==> config.mk <==
export PLATFORM = sky130hd
export DESIGN_NAME = led_blink_pattern_sequencer
export DESIGN_NICKNAME = d
export VERILOG_FILES = /design/src/rtl/lbps_pkg.sv /design/src/rtl/lbps_ram.sv /design/src/rtl/lbps_ctrl.sv /design/src/rtl/led_blink_pattern_sequencer.sv
export SDC_FILE = /design/constraint.sdc
export NUM_CORES = 1
export LEC_CHECK = 0
export BUFFER_PORTS_ARGS = -buffer_cell sky130_fd_sc_hd__buf_2
export CORE_MARGIN = 5
export CORE_UTILIZATION = 45
export CTS_BUF_LIST = sky130_fd_sc_hd__clkbuf_4 sky130_fd_sc_hd__clkbuf_8
export DETAILED_ROUTE_END_ITERATION = 16
export GPL_ROUTABILITY_DRIVEN = 1
export SETUP_SLACK_MARGIN = 0.2
export SLEW_MARGIN = 10
export SYNTH_ARGS = -nofsm -noshare
export SYNTH_HDL_FRONTEND = slang
export SYNTH_SLANG_ARGS = --single-unit
==> constraint.sdc <==
create_clock -name clk -period 3.4 [get_ports clk]
set_input_delay 0.68 -clock clk [delete_from_list [all_inputs] [get_ports clk]]
set_output_delay 0.68 -clock clk [all_outputs]
set_load 0.05 [all_outputs]
==> src/rtl/lbps_pkg.sv <==
// Shared types and constants for the LED blink pattern sequencer.
package lbps_pkg;

  // Fixed field widths of the item and result channels
  localparam int LEVEL_W = 8;
  localparam int VALUE_W = 16;
  localparam int ENTRY_W = 4;
  localparam int PLEN_W  = 5;
  localparam int KIND_W  = 3;

  // Defaults for the top-level parameters
  localparam int PATTERN_DEPTH_DEF  = 16;
  localparam int DURATION_WIDTH_DEF = 16;

  // Level register value after reset
  localparam logic [LEVEL_W-1:0] MAX_LEVEL_RST = 8'd1;

  // Command codes carried in the kind field
  typedef enum logic [KIND_W-1:0] {
    KIND_TICK  = 3'd0,
    KIND_SET   = 3'd1,
    KIND_ENTRY = 3'd2,
    KIND_BLINK = 3'd3,
    KIND_FLASH = 3'd4
  } kind_t;

  // One input item as held in the pipeline
  typedef struct packed {
    logic [KIND_W-1:0]  kind;
    logic [VALUE_W-1:0] value;
    logic [ENTRY_W-1:0] entry_index;
    logic [PLEN_W-1:0]  pattern_length;
  } item_t;

  // One result item
  typedef struct packed {
    logic [LEVEL_W-1:0] drive_level;
    logic               level_written;
  } result_t;

endpackage

==> src/rtl/lbps_ram.sv <==
// Generic single-port-write, single-port-read RAM with registered read data.
module lbps_ram #(
  parameter int WIDTH = 16,
  parameter int DEPTH = 16
) (
  input  logic                     clk,
  input  logic                     wr_en,
  input  logic [$clog2(DEPTH)-1:0] wr_addr,
  input  logic [WIDTH-1:0]         wr_data,
  input  logic                     rd_en,
  input  logic [$clog2(DEPTH)-1:0] rd_addr,
  output logic [WIDTH-1:0]         rd_data
);

  logic [WIDTH-1:0] mem [DEPTH];

  // Write port
  always_ff @(posedge clk) begin
    if (wr_en) begin
      mem[wr_addr] <= wr_data;
    end
  end

  // Read port, old data on a same-address write
  always_ff @(posedge clk) begin
    if (rd_en) begin
      rd_data <= mem[rd_addr];
    end
  end

endmodule

==> src/rtl/lbps_ctrl.sv <==
// Sequencer state and per-item update, pattern store access and forwarding.
module lbps_ctrl
  import lbps_pkg::*;
#(
  parameter int PATTERN_DEPTH  = PATTERN_DEPTH_DEF,
  parameter int DURATION_WIDTH = DURATION_WIDTH_DEF
) (
  input  logic                             clk,
  input  logic                             rst,
  input  logic                             in_fire,
  input  logic                             commit,
  input  item_t                            item,
  input  logic [LEVEL_W-1:0]               max_level,
  input  logic [DURATION_WIDTH-1:0]        rd_data,
  output logic [$clog2(PATTERN_DEPTH)-1:0] rd_addr,
  output logic                             wr_en,
  output logic [$clog2(PATTERN_DEPTH)-1:0] wr_addr,
  output logic [DURATION_WIDTH-1:0]        wr_data,
  output result_t                          result
);

  localparam int AW = $clog2(PATTERN_DEPTH);
  localparam int SW = AW + 1;
  localparam int CW = (SW > PLEN_W) ? SW : PLEN_W;
  localparam int DW = DURATION_WIDTH;

  logic [AW-1:0]      step_index,   step_index_next;
  logic [SW-1:0]      steps_in_use, steps_in_use_next;
  logic [DW-1:0]      wait_count,   wait_count_next;
  logic               blink_active, blink_active_next;
  logic               flash_active, flash_active_next;
  logic [LEVEL_W-1:0] level_now,    level_now_next;
  logic               entry1_zero,  entry1_zero_next;
  logic               fwd_valid,    fwd_valid_next;
  logic [DW-1:0]      fwd_data,     fwd_data_next;

  logic [DW-1:0]      dur_in;
  logic [DW-1:0]      dur_now;
  logic [CW-1:0]      plen_clamp;
  logic [SW-1:0]      idx_inc;
  logic [LEVEL_W-1:0] step_level;
  logic               written;

  assign dur_in  = DW'(item.value);
  // Entry 1 after a flash reads as zero until rewritten; writes in flight forward
  assign dur_now = fwd_valid ? fwd_data : rd_data;
  assign idx_inc = SW'(step_index) + SW'(1);
  assign step_level = step_index[0] ? '0 : max_level;

  // Start blink length kept within one and the store depth
  always_comb begin
    plen_clamp = CW'(item.pattern_length);
    if (plen_clamp == '0) begin
      plen_clamp = CW'(1);
    end else if (plen_clamp > CW'(PATTERN_DEPTH)) begin
      plen_clamp = CW'(PATTERN_DEPTH);
    end
  end

  // Item update, applied only when the item leaves the pipeline register
  always_comb begin
    step_index_next   = step_index;
    steps_in_use_next = steps_in_use;
    wait_count_next   = wait_count;
    blink_active_next = blink_active;
    flash_active_next = flash_active;
    level_now_next    = level_now;
    entry1_zero_next  = entry1_zero;
    wr_en             = 1'b0;
    wr_addr           = '0;
    wr_data           = dur_in;
    written           = 1'b0;
    if (commit) begin
      unique case (item.kind)
        KIND_SET: begin
          blink_active_next = 1'b0;
          flash_active_next = 1'b0;
          level_now_next = (item.value > VALUE_W'(max_level)) ? max_level
                                                             : item.value[LEVEL_W-1:0];
          written = 1'b1;
        end
        KIND_ENTRY: begin
          if (32'(item.entry_index) < PATTERN_DEPTH) begin
            wr_en   = 1'b1;
            wr_addr = AW'(item.entry_index);
            if (AW'(item.entry_index) == AW'(1)) begin
              entry1_zero_next = 1'b0;
            end
          end
        end
        KIND_BLINK: begin
          steps_in_use_next = SW'(plen_clamp);
          step_index_next   = '0;
          wait_count_next   = '0;
          blink_active_next = 1'b1;
          flash_active_next = 1'b0;
        end
        KIND_FLASH: begin
          wr_en             = 1'b1;
          wr_addr           = '0;
          entry1_zero_next  = 1'b1;
          steps_in_use_next = SW'(2);
          step_index_next   = '0;
          wait_count_next   = '0;
          blink_active_next = 1'b0;
          flash_active_next = 1'b1;
        end
        KIND_TICK: begin
          if (blink_active || flash_active) begin
            if (wait_count <= DW'(1)) begin
              wait_count_next = dur_now;
              step_index_next = (idx_inc == steps_in_use) ? '0 : idx_inc[AW-1:0];
              if (flash_active && (step_level == '0)) begin
                flash_active_next = 1'b0;
              end
              level_now_next = step_level;
              written        = 1'b1;
            end else begin
              wait_count_next = wait_count - DW'(1);
            end
          end
        end
        default: begin
        end
      endcase
    end
  end

  // Next item reads the entry of the step it will see
  assign rd_addr = step_index_next;

  // Forward a write landing on the entry being read this cycle
  always_comb begin
    fwd_valid_next = 1'b0;
    fwd_data_next  = '0;
    if (wr_en && (wr_addr == rd_addr)) begin
      fwd_valid_next = 1'b1;
      fwd_data_next  = wr_data;
    end else if (entry1_zero_next && (rd_addr == AW'(1))) begin
      fwd_valid_next = 1'b1;
    end
  end

  assign result.drive_level   = level_now_next;
  assign result.level_written = written;

  // State registers
  always_ff @(posedge clk) begin
    if (rst) begin
      step_index   <= '0;
      steps_in_use <= SW'(1);
      wait_count   <= '0;
      blink_active <= 1'b0;
      flash_active <= 1'b0;
      level_now    <= '0;
      entry1_zero  <= 1'b0;
      fwd_valid    <= 1'b0;
    end else begin
      step_index   <= step_index_next;
      steps_in_use <= steps_in_use_next;
      wait_count   <= wait_count_next;
      blink_active <= blink_active_next;
      flash_active <= flash_active_next;
      level_now    <= level_now_next;
      entry1_zero  <= entry1_zero_next;
      if (in_fire) begin
        fwd_valid <= fwd_valid_next;
      end
    end
  end

  // Forwarded data travels with the read it replaces
  always_ff @(posedge clk) begin
    if (in_fire) begin
      fwd_data <= fwd_data_next;
    end
  end

endmodule

==> src/rtl/led_blink_pattern_sequencer.sv <==
// Top level of the LED blink pattern sequencer.
//
// Input channel (in_valid/in_ready) takes one command item per cycle while
// the output is not stalled: a 1 ms tick, a set level, a pattern entry
// write, start blink or start flash. Every item yields exactly one result
// item on the output channel (out_valid/out_ready): the level now driven and
// whether this item drove it. The config channel
// (cfg_valid/cfg_ready/cfg_data) writes max_level; it is always ready, and the
// user must write it only while no item is in flight; the block itself does
// not enforce this. An accepted item waits in the pipeline register, where
// the store read issued at acceptance returns, until the output can take it.
// Throughput: one item per cycle, until the receiver stalls. The pattern store
// read for the next item is issued in the same cycle the current item updates
// the step index, and writes to the entry being read are forwarded.
// Reset clears the sequencer to idle with the LED at 0 and max_level at 1;
// the pattern store is not cleared and must be written before it is used.
// When the receiver stalls, the finished result holds in the output register,
// one more item waits in the pipeline register, and in_ready then drops.
module led_blink_pattern_sequencer
  import lbps_pkg::*;
#(
  parameter int PATTERN_DEPTH  = PATTERN_DEPTH_DEF,
  parameter int DURATION_WIDTH = DURATION_WIDTH_DEF
) (
  input  logic               clk,
  input  logic               rst,
  input  logic               in_valid,
  output logic               in_ready,
  input  logic [KIND_W-1:0]  kind,
  input  logic [VALUE_W-1:0] value,
  input  logic [ENTRY_W-1:0] entry_index,
  input  logic [PLEN_W-1:0]  pattern_length,
  output logic               out_valid,
  input  logic               out_ready,
  output logic [LEVEL_W-1:0] drive_level,
  output logic               level_written,
  input  logic               cfg_valid,
  output logic               cfg_ready,
  input  logic [LEVEL_W-1:0] cfg_data
);

  localparam int AW = $clog2(PATTERN_DEPTH);

  logic               p1_valid;
  item_t              p1_item;
  logic               out_free;
  logic               commit;
  logic               in_fire;
  logic [LEVEL_W-1:0] max_level;
  result_t            result;
  result_t            out_res;

  logic                      wr_en;
  logic [AW-1:0]             wr_addr;
  logic [DURATION_WIDTH-1:0] wr_data;
  logic [AW-1:0]             rd_addr;
  logic [DURATION_WIDTH-1:0] rd_data;

  // Handshake: pipeline register feeds the output register
  assign out_free  = !out_valid || out_ready;
  assign commit    = p1_valid && out_free;
  assign in_ready  = !p1_valid || out_free;
  assign in_fire   = in_valid && in_ready;
  assign cfg_ready = 1'b1;

  // Control registers
  always_ff @(posedge clk) begin
    if (rst) begin
      p1_valid  <= 1'b0;
      out_valid <= 1'b0;
      max_level <= MAX_LEVEL_RST;
    end else begin
      if (in_ready) begin
        p1_valid <= in_valid;
      end
      if (out_free) begin
        out_valid <= p1_valid;
      end
      if (cfg_valid) begin
        max_level <= cfg_data;
      end
    end
  end

  // Payload registers
  always_ff @(posedge clk) begin
    if (in_fire) begin
      p1_item <= '{kind: kind, value: value, entry_index: entry_index,
                   pattern_length: pattern_length};
    end
    if (commit) begin
      out_res <= result;
    end
  end

  assign drive_level   = out_res.drive_level;
  assign level_written = out_res.level_written;

  lbps_ctrl #(
    .PATTERN_DEPTH  (PATTERN_DEPTH),
    .DURATION_WIDTH (DURATION_WIDTH)
  ) u_ctrl (
    .clk       (clk),
    .rst       (rst),
    .in_fire   (in_fire),
    .commit    (commit),
    .item      (p1_item),
    .max_level (max_level),
    .rd_data   (rd_data),
    .rd_addr   (rd_addr),
    .wr_en     (wr_en),
    .wr_addr   (wr_addr),
    .wr_data   (wr_data),
    .result    (result)
  );

  lbps_ram #(
    .WIDTH (DURATION_WIDTH),
    .DEPTH (PATTERN_DEPTH)
  ) u_pattern_ram (
    .clk     (clk),
    .wr_en   (wr_en),
    .wr_addr (wr_addr),
    .wr_data (wr_data),
    .rd_en   (in_fire),
    .rd_addr (rd_addr),
    .rd_data (rd_data)
  );

endmodule

==> reports/qor.yml, run 1 <==
status: "completed"
grt_first_pass_wirelength_um: 60000
path_max_fanout: 8
path_cells: "ha_4 -> o21ba_1 -> a221o_1 -> a2111oi_4 -> buf_4 -> nor2b_4 -> a22o_4 -> buf_12 -> buf_4 -> nand2_2 -> and3_4 -> o32ai_4 -> a221o_1"
r2r_start: "u_ctrl.step_index[1]"
rsz0062_at_grt: "true"
coreArea_um2: 34400
start_util: 0.454
clock-root-buffer: "clkbuf_8"
place_ws_ns: -0.163
wl_per_cell_um: 21.9
power.leakage_nw: 7.18
path_class: "flip-flop to flip-flop"
drtPass1Iterations: 7
drv_cap: 0
grt_antenna_before_repair: 0
timing.critical_path.from: "u_ctrl.step_index[1]"
seq_area_frac_synth: 0.685
worstSetupPathDepth: 13
synth_edf_count: 325
crit_buf_inv: 3
clock_sinks: 372
dp_hpwl_um: 23900
cp_data_arrival_time_ns: 3.57
cts-buffers-inserted: 61
drtIter0Drc: 1010
nets: 1430
syn_to_final_growth_pct: 22.3
hold_viol: 0
hold_slack_ns: 0.185
syn-num-nets: 1262
drv_slew: 0
h-tree-depth: 2
grt-ovfl-total: 0
hp-class: "input pin to flip-flop"
cp_slowest_cell: "a221o_1"
diodes: 0
cts_tree: "built"
clkTransAtPathRegs_ns: 0.06
place_congestion: 0.876
critPathRequiredTime_ns: 3.78
slew_headroom: 0.264
fin_area_um2: 19100
wl_met1_um: 18200
finClkSkew_ns: 0.0447
grt_usage: 0.203
end_kind: "flip-flop"
drc: 0
nFillCells: 2843
io_buffers: 51
power_density_nw_per_um2: 487
route.met3.wl_um: 3040
rows: 68
highest-signal-layer: "met4"
regToRegSetupSlack_ns: 0.21
cts_buffer_depth: 3
max_stage_delay_ns: 0.36
start_kind: "flip-flop"
syn_area_um2: 15600
ant_nets: 0
synth.avg_cell_area_um2: 12.9
synth.top_cells.by_area: "edfxtp_1, dfxtp_1, nand2_1, mux2i_1, and3_1"
placed_cell_area_um2: 17000
endpoint: "u_pattern_ram.rd_data[3]"
yosysWarnings: 0
synth_flop_cell: "edfxtp_1"
ys_ff_latch: 372
wirelength_um: 41300
crit_family: "compound AO/OA/AOI/OAI gates"
rr_endpoint: "u_pattern_ram.rd_data[3]"
wl_met2_um: 19200
synth_top_cell_by_area: "edfxtp_1"
ios: 53
setup-violations-final: 0
grt_max_degree: 39
finalCritPeriodShare: 0.939
min_period_ns: 3.19
max_slew.worst_pin.slew_ns: 1.10
vias: 10500
yosys.cell_types.count: 62
irDropWorstVdd_mv: 0.463
fin_ws_ns: 0.209
die_x_um: 196
die_h_um: 196
max_freq_mhz: 313
synth_top_area_frac: 0.625
drive_gt1_frac: 0.256
grt_pass1_vias: 10000
r2r_cells: 13
clkLatencyLatePin_ns: 0.66
synthArstFlopShare: 0
viasPerCell: 5.56
fin_util: 0.556
syn_inst: 1210
die_area_um2: 38500
flip-flops by register name, summed over array words and instances (netlist names), 4 cells and up:
name                   count
u_ctrl.step_index          4
p1_item                   28
u_ctrl.fwd_data           16
max_level                  8
u_pattern_ram.mem        256
u_ctrl.steps_in_use        5
u_ctrl.level_now           8
u_pattern_ram.rd_data     16
u_ctrl.wait_count         16
drive_level                8
final cells by class:
| cell class | count | area (um^2) | share of cell area |
|---|---|---|---|
| Inverter | 38 | 143 | 0.00747 |
| Clock inverter | 21 | 124 | 0.00649 |
| Clock buffer | 92 | 1100 | 0.0575 |
| Tap cell | 455 | 569 | 0.0298 |
| Sequential cell | 372 | 10700 | 0.561 |
| Multi-Input combinational cell | 733 | 4820 | 0.253 |
| Timing Repair Buffer | 172 | 1630 | 0.0855 |
how the worst min path moves through the flow:
stage	startpoint	endpoint	cells after the start
after global placement	u_ctrl.steps_in_use[3]	u_ctrl.steps_in_use[3]	2
final	value[2]	p1_item[11]	1
after floorplan	u_ctrl.steps_in_use[3]	u_ctrl.steps_in_use[3]	2
after global routing	value[1]	p1_item[10]	1
after detailed placement	u_ctrl.steps_in_use[3]	u_ctrl.steps_in_use[3]	2
after CTS	value[1]	p1_item[10]	1
placed cells by master, fill, tap and decap left out, drive strengths merged, types with 7 or more instances in the layout:
master / instances
nor4: 9
buf: 161
ha: 11
nor2: 74
nand2: 240
xnor2: 8
xor2: 10
a22oi: 11
dfxtp: 47
nor3: 20
edfxtp: 325
o211ai: 7
a21oi: 24
clkinv: 17
mux2: 16
nand3: 15
and3: 66
mux2i: 55
o21ai: 17
a32oi: 8
o2bb2ai: 8
a31oi: 32
clkbuf: 102
o32ai: 16
a21boi: 9
a221o: 18
inv: 40
nor2b: 8
power by group:
| part | switching, W | internal [W] |
|---|---|---|
| Sequential | 0.0000512 | 0.00502 |
| Clock | 0.00175 | 0.00213 |
| Combinational | 0.000227 | 0.000117 |
| Total | 0.00203 | 0.00727 |
routing by layer:
| metal | GRT usage | up-vias |
|---|---|---|
| met5 | 0 | - |
| met4 | 0.0698 | 0 |
| met3 | 0.0409 | 59 |
| met2 | 0.311 | 414 |
| met1 | 0.290 | 5179 |
| li1 | - | 4826 |
worst register-to-register path, delay by kind of cell, from the launching register on:
kind	cells	cell delay [ns]
fa+ha+maj	1	0.17
compound gates	6	1.54
simple gates	3	0.30
buf+inv	3	0.54
flops	1	0.35
cell usage after synthesis (7+ instances only):
cell type and n:
xnor2_1 8, nand2_1 240, a21boi_0 9, nor2_1 64, nor3_1 18, nor4_1 7, dfxtp_1 47, buf_2 10
o211ai_1 7, edfxtp_1 325, clkbuf_1 45, and3_1 66, a22oi_1 10, inv_1 38, mux2i_1 55, o2bb2ai_1 8
a21oi_1 24, nand3_1 15, ha_1 11, nor2_2 10, o32ai_1 16, a221o_1 18, a31oi_1 32, mux2_2 16
a32oi_1 8, o21ai_0 13, xor2_1 10, nor2b_1 7
cells by family after synthesis:
family | after synthesis | synth area share
AND/OR/NAND/NOR | 461 | 0.138
flip-flops | 372 | 0.685
AO/OA/AOI/OAI | 171 | 0.0819
other | 1 | 0.000240
XOR/XNOR | 18 | 0.0101
buffers and inverters | 105 | 0.0292
multiplexers | 71 | 0.0468
adder cells (fa/ha/maj) | 11 | 0.00882
per-stage QoR:
step | std cells | TNS (ns) | total power, W
finish | 1883 | 0 | 0.00930
global route | 1883 | 0 | 0.00964
CTS | 1856 | 0 | 0.00937
detailed placement | 1737 | -0.189 | 0.00550
global placement | 1737 | -0.0768 | 0.00549
floorplan | 1210 | 0 | 0.00534
timing repair:
| item | CTS | global route |
|---|---|---|
| buffers inserted | 3 | 13 |
| endpoints found under the setup margin | 29 | 38 |
| gates cloned | 3 | 14 |
| hold buffers | 0 | 0 |
| gates resized for setup | 20 | 65 |
| pin swaps | 3 | 17 |
Note: power is estimated with default switching activity, not from simulation.
==> run 2, diff against run 1 <==
--- a/config.mk
+++ b/config.mk
@@ -5,11 +5,11 @@
 export SDC_FILE = /design/constraint.sdc
 export NUM_CORES = 1
 export LEC_CHECK = 0
-export BUFFER_PORTS_ARGS = -buffer_cell sky130_fd_sc_hd__buf_2
 export CORE_MARGIN = 5
 export CORE_UTILIZATION = 45
 export CTS_BUF_LIST = sky130_fd_sc_hd__clkbuf_4 sky130_fd_sc_hd__clkbuf_8
 export DETAILED_ROUTE_END_ITERATION = 16
+export DONT_BUFFER_PORTS = 1
 export GPL_ROUTABILITY_DRIVEN = 1
 export SETUP_SLACK_MARGIN = 0.2
 export SLEW_MARGIN = 10
==> reports/qor.yml, run 2 (synthesized netlist as in run 1, its figures left out) <==
cts_tree: "built"
drv_cap: 0  # unchanged
min_period_ns: 3.11  # -0.0817 ns
start_kind: "flip-flop"
nFillCells: 2926  # +2.9%
power_density_nw_per_um2: 514  # +5.6%
max_freq_mhz: 322  # +2.6%
path_class: "flip-flop to flip-flop"
power.leakage_nw: 6.73  # -6.3%
register_area_um2: 10700  # about the same
drtIter0Drc: 903  # -11%
p_total_w: 0.00944  # +1.4%
io_buffers: 0  # -100%
nets: 1351  # -5.5%
place_congestion: 0.795  # -9.2%
drtPass1Iterations: 5  # -2
grt_max_degree: 49  # +26%
coreArea_um2: 34400  # unchanged
largestRegisters: "u_pattern_ram.mem x256, p1_item x28"
max_slew.worst_pin.slew_ns: 1.17  # +0.0714 ns
end_kind: "flip-flop"
drv_slew: 0  # unchanged
drive_gt1_frac: 0.192  # -0.0646
clock_sinks: 372  # unchanged
vias: 10000  # -4.1%
grt_antenna_before_repair: 2  # +2
cp_data_arrival_time_ns: 3.62  # +0.05 ns
die_x_um: 196  # unchanged
start_util: 0.454  # unchanged
largest_register: "u_pattern_ram.mem"
wl_per_cell_um: 21.6  # -1.4%
cts-buffers-inserted: 61  # unchanged
grt-ovfl-total: 0  # unchanged
die_area_um2: 38500  # unchanged
status: "completed"
viasPerCell: 5.57  # +0.18%
die_h_um: 196  # unchanged
hp-class: "input pin to flip-flop"
final_cell_mix: "edfxtp_1, nand2_1, buf_4"
final_common_cell: "edfxtp_1"
finalCritPeriodShare: 0.915  # -0.0240
multiInputGateArea_um2: 4650  # -3.6%
finClkSkew_ns: 0.0298  # -0.0149 ns
dp_hpwl_um: 23000  # -3.5%
hold_viol: 0  # unchanged
slew_headroom: 0.216  # -0.0478
irDropWorstVdd_mv: 0.401  # -13%
grt_usage: 0.198  # -0.00415
cts_buffer_depth: 3  # unchanged
drc: 0  # unchanged
place_ws_ns: -0.0512  # +0.112 ns
grt_first_pass_wirelength_um: 58300  # -2.9%
rsz0062_at_grt: "false"
clkLatencyLatePin_ns: 0.65  # about the same
wirelength_um: 39000  # -5.6%
h-tree-depth: 2  # unchanged
hp-start: "rst"
clkTransAtPathRegs_ns: 0.06  # about the same
setup-tns-final_ns: 0  # unchanged
syn_to_final_growth_pct: 17.5
largest_reg_flops: 256  # unchanged
critPathRequiredTime_ns: 3.91  # +0.13 ns
rows: 68  # unchanged
ios: 53  # unchanged
clock-root-buffer: "clkbuf_8"
timing.critical_path.from: "u_ctrl.step_index[1]"
r2r_start: "u_ctrl.step_index[1]"
grt_pass1_vias: 9863  # -1.7%
setup-violations-final: 0  # unchanged
fin_ws_ns: 0.290  # +0.0817 ns
path_max_fanout: 10  # +2
ant_nets: 0  # unchanged
[run 2: what timing repair did]
| action | CTS | global route |
|---|---|---|
| setup endpoints to repair | 31 | 38 |
| gates resized for setup | 11 | 21 |
| setup buffers | 6 | 3 |
| pin swaps | 4 | 6 |
| gates cloned | 3 | 1 |
| hold buffers | 0 | 0 |
[run 2: through the flow]
| stage | hold WS (ns) | instance area [um^2] | utilization | cells |
|---|---|---|---|---|
| after floorplan | 0.444 | 15600 | - | 1210 |
| after global placement | 0.458 | 16700 | 0.486 | 1678 |
| after detailed placement | 0.454 | 16700 | 0.486 | 1678 |
| after CTS | 0.0469 | 18200 | 0.529 | 1797 |
| after global routing | 0.0675 | 18300 | 0.534 | 1802 |
| final | 0.114 | 18300 | 0.534 | 1802 |
[run 2: worst max-delay path: stages (launching register included)]
cell       delay [ns]
dfxtp_2          0.34
ha_4             0.18
o21ba_1          0.18
a221o_1          0.35
a2111oi_4        0.29
buf_4            0.20
nor2b_4          0.05
a22oi_2          0.22
buf_12           0.20
buf_4            0.17
nand2_1          0.06
and3_1           0.18
o32ai_2          0.36
a221o_1          0.17
[run 2: path summary, 6_finish.rpt]
check                                    to  slack [ns]  cells past startpoint
hold reg to reg      u_ctrl.steps_in_use[3]        0.47                      2
hold / removal                 max_level[7]        0.11                      1
setup reg to reg  u_pattern_ram.rd_data[15]        0.29                     13
setup / recovery  u_pattern_ram.rd_data[15]        0.29                     13
[run 2: final cells by class]
cell class              count  share of cell area
multi-input cells         733               0.253
repair buffers             93              0.0544
clock buffers              85              0.0580
well taps                 455              0.0310
flip-flops and latches    372               0.584
diodes                      1            0.000136
clock inverters            25              0.0117
inverters                  38             0.00778
[run 2: where the power goes]
group / internal [W] / switching (W)
clock network: 0.00231 / 0.00175
registers: 0.00503 / 0.0000702
logic: 0.0000956 / 0.000184
total: 0.00743 / 0.00201
[run 2: layer usage]
layer | wire length [um] | up-vias | GRT usage
li1 | - | 4660 | -
met1 | 17000 | 4948 | 0.274
met2 | 18200 | 365 | 0.317
met3 | 2640 | 72 | 0.0352
met4 | 1100 | 0 | 0.0747
met5 | 0 | - | 0
